### src/sv/scalar_kalman_filter_core_defines.svh
// Assertion macros for the scalar Kalman filter core.
`ifndef SCALAR_KALMAN_FILTER_CORE_DEFINES_SVH
`define SCALAR_KALMAN_FILTER_CORE_DEFINES_SVH

`ifndef SYNTHESIS
// Property must hold at every clock edge out of reset.
`define SKF_ASSERT(lbl, prop, msg) \
  lbl: assert property (@(posedge clk_i) disable iff (!rst_ni) prop) else $error(msg);
// Condition must never be true out of reset.
`define SKF_ASSERT_NEVER(lbl, cond, msg) \
  lbl: assert property (@(posedge clk_i) disable iff (!rst_ni) !(cond)) else $error(msg);
`else
`define SKF_ASSERT(lbl, prop, msg)
`define SKF_ASSERT_NEVER(lbl, cond, msg)
`endif

`endif

### src/sv/skf_pkg.sv
// Shared constants and types of the scalar Kalman filter core.
`timescale 1ns / 1ps
package skf_pkg;

  localparam int W          = 32;  // data word width
  localparam int F          = 16;  // fraction bits
  localparam int CFG_ADDR_W = 2;
  localparam int CNT_W      = $clog2(W);
  localparam int RSH_W      = 2 * W + 1 - F;

  localparam logic [W-1:0] UMAX  = {W{1'b1}};
  localparam logic [W-1:0] SMAX  = {1'b0, {(W-1){1'b1}}};
  localparam logic [W-1:0] SMIN  = {1'b1, {(W-1){1'b0}}};
  localparam logic [W-1:0] ONE_Q = W'(1) << F;

  localparam logic [W-1:0] A_RESET   = ONE_Q;
  localparam logic [W-1:0] H_RESET   = ONE_Q;
  localparam logic [W-1:0] Q_RESET   = '0;
  localparam logic [W-1:0] R_RESET   = W'(3) << F;
  localparam logic [W-1:0] VAR_RESET = W'(50) << F;

  localparam logic [2*W:0] RND_HALF = (2 * W + 1)'(1) << (F - 1);

  typedef enum logic [CFG_ADDR_W-1:0] {
    REG_TRANSITION = 2'd0,
    REG_MEASURE    = 2'd1,
    REG_PNOISE     = 2'd2,
    REG_MNOISE     = 2'd3
  } cfg_reg_e;

endpackage

### src/sv/scalar_kalman_filter_core.sv
// Top level of the scalar Kalman filter core (sequencer and shared datapath).
// Usage:
//   s_axis_* carries one measurement z (signed Q16.16) per transaction.
//   m_axis_* carries one result per measurement: estimate x, variance P, gain K.
//   cfg_* writes A, H, Q, R (index 0..3); write only while idle.
// Datapath:
//   One 32x32 multiplier, shared by all products, and one restoring
//   divider for the gain run under a sequencer. The gain divide has 32
//   steps. A zero denominator skips the divide, and a quotient of 2^32 or
//   more skips the divide steps. s_axis_tready_o is high only while the
//   sequencer is idle.
// Stall:
//   The result sits in an output register; the next measurement is accepted
//   while it waits. A finished result holds the sequencer until the output
//   register is free.
// Reset:
//   Registers return to A = 1.0, H = 1.0, Q = 0, R = 3.0; the estimate
//   clears to 0 and the variance to 50.0. No output is pending.
`timescale 1ns / 1ps
`include "scalar_kalman_filter_core_defines.svh"

module scalar_kalman_filter_core (
  input  logic                             clk_i,
  input  logic                             rst_ni,
  input  logic                             cfg_we_i,
  input  logic [skf_pkg::CFG_ADDR_W-1:0]   cfg_addr_i,
  input  logic [skf_pkg::W-1:0]            cfg_wdata_i,
  input  logic                             s_axis_tvalid_i,
  output logic                             s_axis_tready_o,
  input  logic [skf_pkg::W-1:0]            s_axis_tdata_i,   // [31:0] measurement
  output logic                             m_axis_tvalid_o,
  input  logic                             m_axis_tready_i,
  output logic [3*skf_pkg::W-1:0]          m_axis_tdata_o    // estimate_out, variance_out,
                                                             // kalman_gain (low to high)
);
  import skf_pkg::*;

  typedef enum logic [4:0] {
    ST_IDLE, ST_XP_M, ST_XP_W, ST_A2_M, ST_A2_W, ST_PP_M, ST_PP_W, ST_PP_ADD,
    ST_H2_M, ST_H2_W, ST_S_M, ST_S_W, ST_S_ADD, ST_NUM_M, ST_NUM_W, ST_DIV_CHK,
    ST_DIV_RUN, ST_DIV_END, ST_HXP_M, ST_HXP_W, ST_INNOV, ST_CORR_M, ST_CORR_W,
    ST_X_ADD, ST_KH_M, ST_KH_W, ST_VAR_M, ST_VAR_W, ST_VAR_ADD, ST_OUT
  } state_e;

  function automatic logic [W-1:0] mag(logic [W-1:0] v);
    return v[W-1] ? (W'(0) - v) : v;
  endfunction

  function automatic logic [W-1:0] uadd_sat(logic [W-1:0] a, logic [W-1:0] b);
    logic [W:0] s;
    s = {1'b0, a} + {1'b0, b};
    return s[W] ? UMAX : s[W-1:0];
  endfunction

  function automatic logic [W-1:0] sadd_sat(logic [W-1:0] a, logic [W-1:0] b, logic sub);
    logic [W:0] ax;
    logic [W:0] bx;
    logic [W:0] s;
    ax = {a[W-1], a};
    bx = {b[W-1], b};
    s  = sub ? (ax - bx) : (ax + bx);
    if (s[W] != s[W-1]) begin
      return s[W] ? SMIN : SMAX;
    end
    return s[W-1:0];
  endfunction

  state_e            state_q;
  logic [W-1:0]      a_q, h_q, qn_q, rn_q;
  logic [W-1:0]      est_q, var_q;
  logic              m_valid_q;
  logic [3*W-1:0]    m_data_q;

  // Datapath temporaries
  logic [W-1:0]      z_q, xp_q, a2_q, pp_q, h2_q, s_q, k_q;
  logic [W-1:0]      hxp_q, innov_q, corr_q, kh_q, m_q;
  logic [W-1:0]      rem_q, quo_q;
  logic [CNT_W-1:0]  cnt_q;

  // Shared multiplier
  logic [W-1:0]      mul_a, mul_b, mul_lim;
  logic              mul_neg;
  logic [2*W-1:0]    prod_q;
  logic              neg_q;
  logic [W-1:0]      lim_q;
  logic [2*W:0]      rsum;
  logic [RSH_W-1:0]  rsh;
  logic [W-1:0]      mres, sres;

  // Divider step and gain limits
  logic [W:0]        div_t;
  logic              div_ge;
  logic [W:0]        div_diff;
  logic [2*W-1:0]    num_sum;
  logic [W-1:0]      klim, kmag_end;
  logic [W-1:0]      var_sub;

  logic              in_acc, out_free;

  assign in_acc          = s_axis_tvalid_i && s_axis_tready_o;
  assign out_free        = !m_valid_q || m_axis_tready_i;
  assign s_axis_tready_o = (state_q == ST_IDLE);
  assign m_axis_tvalid_o = m_valid_q;
  assign m_axis_tdata_o  = m_data_q;

  // Operand select for the shared multiplier
  always_comb begin
    mul_a   = '0;
    mul_b   = '0;
    mul_neg = 1'b0;
    case (state_q)
      ST_XP_M: begin
        mul_a   = mag(a_q);
        mul_b   = mag(est_q);
        mul_neg = a_q[W-1] ^ est_q[W-1];
      end
      ST_A2_M: begin
        mul_a = mag(a_q);
        mul_b = mag(a_q);
      end
      ST_PP_M: begin
        mul_a = a2_q;
        mul_b = var_q;
      end
      ST_H2_M: begin
        mul_a = mag(h_q);
        mul_b = mag(h_q);
      end
      ST_S_M: begin
        mul_a = h2_q;
        mul_b = pp_q;
      end
      ST_NUM_M: begin
        mul_a = pp_q;
        mul_b = mag(h_q);
      end
      ST_HXP_M: begin
        mul_a   = mag(h_q);
        mul_b   = mag(xp_q);
        mul_neg = h_q[W-1] ^ xp_q[W-1];
      end
      ST_CORR_M: begin
        mul_a   = mag(k_q);
        mul_b   = mag(innov_q);
        mul_neg = k_q[W-1] ^ innov_q[W-1];
      end
      ST_KH_M: begin
        mul_a   = mag(k_q);
        mul_b   = mag(h_q);
        mul_neg = k_q[W-1] ^ h_q[W-1];
      end
      ST_VAR_M: begin
        mul_a = mag(kh_q);
        mul_b = pp_q;
      end
      default: begin
        mul_a = '0;
      end
    endcase
    // Signed products saturate to the signed range, variance terms to unsigned
    if (state_q == ST_XP_M || state_q == ST_HXP_M || state_q == ST_CORR_M ||
        state_q == ST_KH_M) begin
      mul_lim = mul_neg ? SMIN : SMAX;
    end else begin
      mul_lim = UMAX;
    end
  end

  // Round half away from zero on the magnitude, drop fraction bits, saturate
  always_comb begin
    rsum = {1'b0, prod_q} + RND_HALF;
    rsh  = rsum[2*W:F];
    mres = (rsh > RSH_W'(lim_q)) ? lim_q : rsh[W-1:0];
    sres = neg_q ? (W'(0) - mres) : mres;
  end

  always_comb begin
    div_t    = {rem_q, quo_q[W-1]};
    div_ge   = (div_t >= {1'b0, s_q});
    div_diff = div_t - {1'b0, s_q};
    num_sum  = prod_q + (2 * W)'(s_q >> 1);
    klim     = h_q[W-1] ? SMIN : SMAX;
    kmag_end = (quo_q > klim) ? klim : quo_q;
    var_sub  = (m_q > pp_q) ? '0 : (pp_q - m_q);
  end

  always_ff @(posedge clk_i) begin
    prod_q <= {{W{1'b0}}, mul_a} * {{W{1'b0}}, mul_b};
    neg_q  <= mul_neg;
    lim_q  <= mul_lim;
  end

  // Datapath registers, advanced by the sequencer
  always_ff @(posedge clk_i) begin
    case (state_q)
      ST_IDLE: begin
        if (in_acc) begin
          z_q <= s_axis_tdata_i;
        end
      end
      ST_XP_W:    xp_q <= sres;
      ST_A2_W:    a2_q <= mres;
      ST_PP_W:    pp_q <= mres;
      ST_PP_ADD:  pp_q <= uadd_sat(pp_q, qn_q);
      ST_H2_W:    h2_q <= mres;
      ST_S_W:     s_q  <= mres;
      ST_S_ADD:   s_q  <= uadd_sat(s_q, rn_q);
      ST_NUM_M: begin
        if (s_q == '0) begin
          k_q <= '0;
        end
      end
      ST_NUM_W: begin
        rem_q <= num_sum[2*W-1:W];
        quo_q <= num_sum[W-1:0];
      end
      ST_DIV_CHK: begin
        // Quotient of 2^W or more: gain saturates at once
        if (rem_q >= s_q) begin
          k_q <= klim;
        end
        cnt_q <= CNT_W'(W - 1);
      end
      ST_DIV_RUN: begin
        rem_q <= div_ge ? div_diff[W-1:0] : div_t[W-1:0];
        quo_q <= {quo_q[W-2:0], div_ge};
        cnt_q <= cnt_q - 1'b1;
      end
      ST_DIV_END: k_q     <= h_q[W-1] ? (W'(0) - kmag_end) : kmag_end;
      ST_HXP_W:   hxp_q   <= sres;
      ST_INNOV:   innov_q <= sadd_sat(z_q, hxp_q, 1'b1);
      ST_CORR_W:  corr_q  <= sres;
      ST_KH_W:    kh_q    <= sres;
      ST_VAR_W:   m_q     <= mres;
      default: begin
        cnt_q <= cnt_q;
      end
    endcase
  end

  // Sequencer, configuration, filter state and output register
  always_ff @(posedge clk_i or negedge rst_ni) begin
    if (!rst_ni) begin
      state_q   <= ST_IDLE;
      a_q       <= A_RESET;
      h_q       <= H_RESET;
      qn_q      <= Q_RESET;
      rn_q      <= R_RESET;
      est_q     <= '0;
      var_q     <= VAR_RESET;
      m_valid_q <= 1'b0;
      m_data_q  <= '0;
    end else begin
      if (cfg_we_i) begin
        case (cfg_reg_e'(cfg_addr_i))
          REG_TRANSITION: a_q  <= cfg_wdata_i;
          REG_MEASURE:    h_q  <= cfg_wdata_i;
          REG_PNOISE:     qn_q <= cfg_wdata_i;
          REG_MNOISE:     rn_q <= cfg_wdata_i;
          default:        a_q  <= a_q;
        endcase
      end

      // Drop the result once taken; in ST_OUT a new one replaces it below
      if (m_valid_q && m_axis_tready_i && state_q != ST_OUT) begin
        m_valid_q <= 1'b0;
      end

      case (state_q)
        ST_IDLE: begin
          if (in_acc) begin
            state_q <= ST_XP_M;
          end
        end
        ST_XP_M:   state_q <= ST_XP_W;
        ST_XP_W:   state_q <= ST_A2_M;
        ST_A2_M:   state_q <= ST_A2_W;
        ST_A2_W:   state_q <= ST_PP_M;
        ST_PP_M:   state_q <= ST_PP_W;
        ST_PP_W:   state_q <= ST_PP_ADD;
        ST_PP_ADD: state_q <= ST_H2_M;
        ST_H2_M:   state_q <= ST_H2_W;
        ST_H2_W:   state_q <= ST_S_M;
        ST_S_M:    state_q <= ST_S_W;
        ST_S_W:    state_q <= ST_S_ADD;
        ST_S_ADD:  state_q <= ST_NUM_M;
        ST_NUM_M:  state_q <= (s_q == '0) ? ST_HXP_M : ST_NUM_W;
        ST_NUM_W:  state_q <= ST_DIV_CHK;
        ST_DIV_CHK: begin
          state_q <= (rem_q >= s_q) ? ST_HXP_M : ST_DIV_RUN;
        end
        ST_DIV_RUN: begin
          if (cnt_q == '0) begin
            state_q <= ST_DIV_END;
          end
        end
        ST_DIV_END: state_q <= ST_HXP_M;
        ST_HXP_M:   state_q <= ST_HXP_W;
        ST_HXP_W:   state_q <= ST_INNOV;
        ST_INNOV:   state_q <= ST_CORR_M;
        ST_CORR_M:  state_q <= ST_CORR_W;
        ST_CORR_W:  state_q <= ST_X_ADD;
        ST_X_ADD: begin
          est_q   <= sadd_sat(xp_q, corr_q, 1'b0);
          state_q <= ST_KH_M;
        end
        ST_KH_M:  state_q <= ST_KH_W;
        ST_KH_W:  state_q <= ST_VAR_M;
        ST_VAR_M: state_q <= ST_VAR_W;
        ST_VAR_W: state_q <= ST_VAR_ADD;
        ST_VAR_ADD: begin
          // Negative gain product widens the variance; otherwise floor at zero
          var_q   <= kh_q[W-1] ? uadd_sat(pp_q, m_q) : var_sub;
          state_q <= ST_OUT;
        end
        ST_OUT: begin
          // Hold here until the output register is free
          if (out_free) begin
            m_data_q  <= {k_q, var_q, est_q};
            m_valid_q <= 1'b1;
            state_q   <= ST_IDLE;
          end
        end
        default: state_q <= ST_IDLE;
      endcase
    end
  end

  // Checks
  `SKF_ASSERT(a_accept_leaves_idle, in_acc |=> (state_q == ST_XP_M), "accept did not start")
  `SKF_ASSERT(a_div_nonzero, (state_q == ST_DIV_RUN) |-> (s_q != '0), "divide by zero")
  `SKF_ASSERT(a_var_shrinks, (state_q == ST_VAR_ADD && !kh_q[W-1]) |=> (var_q <= pp_q), "var grew")
  `SKF_ASSERT(a_valid_from_out, $rose(m_valid_q) |-> ($past(state_q) == ST_OUT), "stray result")

endmodule

### config.mk
export PLATFORM = sky130hd
export DESIGN_NAME = scalar_kalman_filter_core
export DESIGN_NICKNAME = d
export VERILOG_FILES = /design/src/sv/skf_pkg.sv /design/src/sv/scalar_kalman_filter_core.sv
export VERILOG_INCLUDE_DIRS = /design/src /design/src/sv
export SDC_FILE = /design/constraint.sdc
export NUM_CORES = 2
export LEC_CHECK = 0
export BUFFER_PORTS_ARGS = -buffer_cell sky130_fd_sc_hd__buf_2
export CELL_PAD_IN_SITES_DETAIL_PLACEMENT = 1
export CELL_PAD_IN_SITES_GLOBAL_PLACEMENT = 1
export CORE_ASPECT_RATIO = 1.25
export CORE_MARGIN = 10
export CORE_UTILIZATION = 35
export CTS_BUF_LIST = sky130_fd_sc_hd__clkbuf_16
export DETAILED_ROUTE_END_ITERATION = 7
export GPL_TIMING_DRIVEN = 1
export PLACE_DENSITY = 0.69
export SYNTH_ARGS = -nofsm -noshare
export SYNTH_HDL_FRONTEND = slang
export SYNTH_SLANG_ARGS = --single-unit
export TNS_END_PERCENT = 50
### constraint.sdc
create_clock -name clk_i -period 14.22 [get_ports clk_i]
set_input_delay 2.133 -clock clk_i [delete_from_list [all_inputs] [get_ports clk_i]]
set_output_delay 2.133 -clock clk_i [all_outputs]
set_load 0.02 [all_outputs]
# Word-level counts from Yosys, hierarchy flattened

Cells that the tools add are included.

Flip-flop bits (word level): 844
Input port bits: 71
Output and inout bits: 98

Add/sub/neg operators: 19
Multiply operators: 1
Order comparisons: 5
Eq/ne operators: 40
Mux-type cells: 49
Bitwise operators: 4
Reduce and logical (&&, ||, !) cells: 30

Operator list:

| operator                                           | number |
|---|---|
| 2-to-1 mux 32 bit                                  | 27 |
| case mux 32 bit (7 select lines)                   | 2 |
| subtractor 1 x 32 -> 32 bit (first input constant) | 9 |
| case mux 32 bit (2 select lines)                   | 4 |
| case mux 5 bit (30 select lines)                   | 1 |
| adder 32 x 32 -> 33 bit                            | 4 |
| case mux 32 bit (3 select lines)                   | 1 |
| == test 5 bit (second input constant)              | 14 |
| adder 64 x 16 -> 65 bit (second input constant)    | 1 |
| adder 64 x 31 -> 64 bit                            | 1 |
| > comparator 32 bit                                | 2 |
| multiplier 32 x 32 -> 64 bit                       | 1 |
| subtractor 32 bit                                  | 2 |
| > comparator 49 x 32 -> 1 bit                      | 1 |
| == test 5 x 4 -> 1 bit (second input constant)     | 8 |
| >= comparator 33 x 32 -> 1 bit                     | 1 |
| subtractor 32 x 32 -> 33 bit                       | 1 |
| >= comparator 32 bit                               | 1 |
| zero test 32 bit                                   | 1 |
| == test 5 x 3 -> 1 bit (second input constant)     | 4 |
| 2-to-1 mux 5 bit                                   | 4 |
| AND reduction 2 bit                                | 6 |
| == test 5 x 2 -> 1 bit (second input constant)     | 2 |
| zero test 5 bit                                    | 2 |
| 22 further kinds                                   | 48 |

# Longest topological paths before layout

Word-level depth: 6
Gate-level depth with buffers: 43
Gate-level depth less buffers: 41

# Least setup slack after synthesis

OpenSTA, ideal clock, no wires.

Path kind: reg-to-reg
From: register kh_q[9]
To: register prod_q[63]
Library setup time: 0.121 ns
Data arrival time: 10.491 ns
Data required time: 14.099 ns
Path slack: 3.608 ns
Cell stages (with the launch flop): 37
Clock period less this slack: 10.612 ns
Path through: edfxtp_1 or4_1 or3_1 or3_1 nand2b_1 or4_1 o31ai_1 xor2_1 nor2_1 nor4_1 clkbuf_1 nor2_1 fa_1 inv_1 fa_1 fa_1 fa_1 inv_1 fa_1 fa_1 fa_1 inv_1 fa_1 inv_1 ha_1 a21o_1 a21o_1 a21oi_1 o221ai_1 a221oi_1 o21a_1 a21bo_2 o31a_1 a221o_1 a211oi_1 o21ai_0 xnor2_1

Word-level cells in the longest chain between the ends: 4

Ends and longest elaborated chain:

| element                            | line                             | text |
|---|---|---|
| start, declared                    | scalar_kalman_filter_core.sv:76  | `logic [W-1:0] hxp_q, innov_q, corr_q, kh_q, m_q;` |
| start signal, assigned             | scalar_kalman_filter_core.sv:233 | `ST_KH_W: kh_q <= sres;` |
| subtractor 1 x 32 -> 32 bit        | scalar_kalman_filter_core.sv:46  | `return v[W-1] ? (W'(0) - v) : v;` |
| 2-to-1 mux 32 bit *                | scalar_kalman_filter_core.sv:46  |  |
| case mux 32 bit (7 select lines) * | scalar_kalman_filter_core.sv:111 | `case (state_q)` |
| multiplier 32 x 32 -> 64 bit *     | scalar_kalman_filter_core.sv:188 | `prod_q <= {{W{1'b0}}, mul_a} * {{W{1'b0}}, mul_b};` |
| end signal, assigned               | scalar_kalman_filter_core.sv:188 |  |
| end, declared                      | scalar_kalman_filter_core.sv:83  | `logic [2*W-1:0] prod_q;` |

Mark *: on every way between the ends. The rest lies on a longest branch, timed or not.
A chain may end at the register's enable or synchronous reset.

# Final worst setup path

From: register k_q[0]
To: register prod_q[62]

Word-level cells in the longest chain between the ends: 4

Ends and longest elaborated chain:

| element                            | line                             | text |
|---|---|---|
| start, declared                    | scalar_kalman_filter_core.sv:75  | `logic [W-1:0] z_q, xp_q, a2_q, pp_q, h2_q, s_q, k_q;` |
| start signal, assigned             | scalar_kalman_filter_core.sv:220 | `k_q <= klim;` |
| start signal, assigned             | scalar_kalman_filter_core.sv:229 | `ST_DIV_END: k_q <= h_q[W-1] ? (W'(0) - kmag_end) : kmag_end;` |
| subtractor 1 x 32 -> 32 bit        | scalar_kalman_filter_core.sv:46  |  |
| 2-to-1 mux 32 bit *                | scalar_kalman_filter_core.sv:46  |  |
| case mux 32 bit (7 select lines) * | scalar_kalman_filter_core.sv:111 |  |
| multiplier 32 x 32 -> 64 bit *     | scalar_kalman_filter_core.sv:188 |  |

Marks and branches as above.

==> results.cfg <==
[placement]
post-place-ws_ns = 1.75
place_hpwl_um = 309000
dp.cells = 12600
portBuffers = 168
gp_congestion = 1.01

[synth]
mappedNetlistNets = 10900
yosysUniqueCellTypes = 90
synth_edf_count = 453
synthTopCellsByArea = fa_1 21%, edfxtp_1 16%, ha_1 9.1%
synth_ff_type = edfxtp_1
yosys_warnings = 0
yosysTopAreaCell = fa_1
synth-async-reset-ratio_pct = 36.1
syn_avg_cell_area_sq_um = 9.22
syn_inst = 9343
netlist.area_leader.share_pct = 21.0
syn_area_sq_mm = 0.0862
synth.ff_latch_count = 814
seq_area_frac_synth_pct = 25.9

[min_path]
whs_endpoint = m_axis_tdata_o[1]$_DFFE_PN0P_
hold_class = reg -> reg
hold_depth = 1
holdCritStartpoint = m_axis_tdata_o[1]$_DFFE_PN0P_

[finish]
largest_reg_flops = 96
syn2layout_area_growth_pct = 10.1
drive_above_1_share_pct = 9.79
fin_nets = 11000
instances_no_fill = 12800

[cts]
cts_setup_buffers = 0
cts_hold_buffers = 0
clk_pin_slew_worst_paths_ns = 0.07
cts_made_buffers = 87
clockBufferDepth = 3
insertion_delay_ns = 0.76
cts_resized = 0
cts_tree = done
cts.sinks = 814
cts-root-buf = clkbuf_16
htreeDepth = 3

[timing]
worst_pin_slew_ns = 1.63
holdWs_ns = 0.501
rsz0062_at_grt = false
drv_slew = 1
period_share_pct = 90.0
finalSetupTns_ns = 0
final_hold_viol_count = 0
fin_ws_ns = 1.43
fin_crit_ns = 12.79
fmax_mhz = 78.2
maxSlewHeadroom_pct = -8.50
fin_worst_skew_ns = 0.0758
setup_viol = 0

[global_routing]
globalRouteTotalUtil_pct = 28.3
antenna_found_initial = 51
grt_pass1_vias = 77800
grt_max_degree = 126
grt_first_pass_wirelength_um = 557000
grt.overflow.total = 0

[worst_setup_path]
critPathSlowestCell = xor2_1
critPathMaxStageDelay_ns = 0.62
end_kind = flop
path_common_cell = fa_1
start_kind = flop
rr_startpoint = k_q[0]$_DFFE_PP_
worstRegToRegCells = 38
reg2reg_to = prod_q[62]$_DFF_P_
crit_fanout = 11
required_ns = 14.87
r2r_slack_ns = 1.43
cp.arrival_ns = 13.44
critPathKind = reg -> reg

[route]
post_drt_wl_per_cell_um = 30.4
wl_um = 388000
via_count = 73900
route.detailed.drc = 0
drtPass1Iterations = 8
vias_per_cell = 5.79
drt_iter0_drc = 6911
drtAntennaViolNets = 0

[pwr]
vdd_ir_drop_max_mv = 0.230
p_leak_uw = 0.0420
cellPowerDensity_mw_per_mm2 = 248

[job]
maxCapViolCount = 0

[floorplanning]
coreArea_sq_mm = 0.245
ios = 169
dieArea_sq_mm = 0.267
start_util_pct = 35.2
die_x_um = 464
num_rows = 203
die_y_um = 575

[status]
violations = max-slew violations
status = complete, but fails checks
-- cell families (layout without fill, tap and decap cells) --
logic type                 count (synthesis)  count (layout)  synth area share (%)
AOI/OAI and AO/OA                       1783            1783                  13.4
other                                      0              25                     0
xor gates and xnor gates                 552             552                  5.61
DFF                                      814             814                  25.9
muxes                                    249             249                  3.22
buffers and inverters                   1699            1809                  7.44
and+or+nand+nor                         2706            2706                  14.2
adders and majority gates               1540            1540                  30.2
-- synthesized netlist by cell type, types with 58 or more instances --
cell type	count
edfxtp_1	453
ha_1	625
o21a_1	73
clkbuf_1	393
nor4_1	58
dfrtp_1	287
nand4_1	65
dfxtp_1	67
nand2_1	902
fa_1	904
a22oi_1	82
xnor2_1	284
or3_1	71
inv_1	1262
o21ai_0	421
nor2b_1	63
nor3_1	130
nor2_1	966
nand3_1	99
mux2_2	227
nand2b_1	108
a21oi_1	429
o31ai_1	83
a21o_1	166
a211oi_1	84
xor2_1	268
-- worst max-delay path by stage --
stage	endpoint	cells past startpoint	start	slack, ns
floorplan	prod_q[63]$_DFF_P_	36	kh_q[9]$_DFFE_PP_	3.61
global placement	prod_q[63]$_DFF_P_	37	k_q[0]$_DFFE_PP_	1.92
detailed placement	prod_q[62]$_DFF_P_	38	k_q[0]$_DFFE_PP_	1.75
CTS	prod_q[62]$_DFF_P_	38	k_q[0]$_DFFE_PP_	1.65
global route	prod_q[62]$_DFF_P_	38	k_q[0]$_DFFE_PP_	1.05
finish	prod_q[62]$_DFF_P_	38	k_q[0]$_DFFE_PP_	1.43
-- per-layer routing --
metal	global-route usage (%)	vias to the layer above	wire length, um
met5	0	-	111
met4	19.9	18	33200
met3	4.51	991	27200
met2	46.3	2967	179000
met1	34.1	38400	148000
li1	-	31500	-
-- area by class of cell --
class                      count  area, sq um
antenna                       25         62.6
timing repair buffer         383         2500
fill                       28200       150000
multi-input combinational   6830        58100
clock buffer                  89         2230
inverter                    1262         4740
tap                         3280         4100
sequential                   814        22300
clock inverter                75          792
-- metrics by stage --
stage / cell area, sq um / util (%) / total power [uW]
final: 94800 / 38.7 / 23500
after global routing: 94800 / 38.7 / 24800
after CTS: 94800 / 38.7 / 23300
after detailed placement: 91700 / 37.5 / 20600
after global placement: 91700 / 37.5 / 20400
after floorplan: 86200 / - / 13100
-- cells in the final DEF, fill, tap and decap left out, types with 31 or more instances in the layout --
cell,n
xnor2_1,270
inv_1,1270
nor3_1,105
dfrtp_1,286
fa_1,904
a211oi_1,76
a22oi_1,82
a21oi_1,426
clkbuf_16,89
or3_1,69
buf_2,167
buf_4,213
edfxtp_1,453
nand3_1,98
a21o_1,166
and2_1,49
and3_1,43
ha_1,625
o31ai_1,83
nor2_1,956
nor4_1,51
dfxtp_1,67
o41ai_1,34
mux2_2,227
a31oi_1,46
o211ai_1,31
o22ai_1,41
nand2_1,901
nand2b_1,108
or4_1,50
nand4_1,65
o21ai_0,409
a222oi_1,40
o21bai_1,35
o21a_1,72
nor2b_1,63
xor2_1,268
-- report_power, final --
part | total, uW | internal (uW) | leakage, uW | switching (uW)
clock network | 2470 | 1320 | 0.00148 | 1150
logic | 16600 | 5050 | 0.0322 | 11500
registers | 4490 | 3560 | 0.00829 | 932
-- worst max-delay path: cells and delay by family, from the launching register on --
| family | cells | cell delay, ns |
|---|---|---|
| adder cells (fa/ha/maj) | 10 | 4.84 |
| AND/OR/NAND/NOR | 10 | 2.89 |
| XOR/XNOR | 2 | 0.83 |
| flip-flops | 1 | 0.53 |
| AO/OA/AOI/OAI | 9 | 2.56 |
| buffers and inverters | 7 | 1.03 |
No activity file was read; power rests on OpenSTA's default activity.
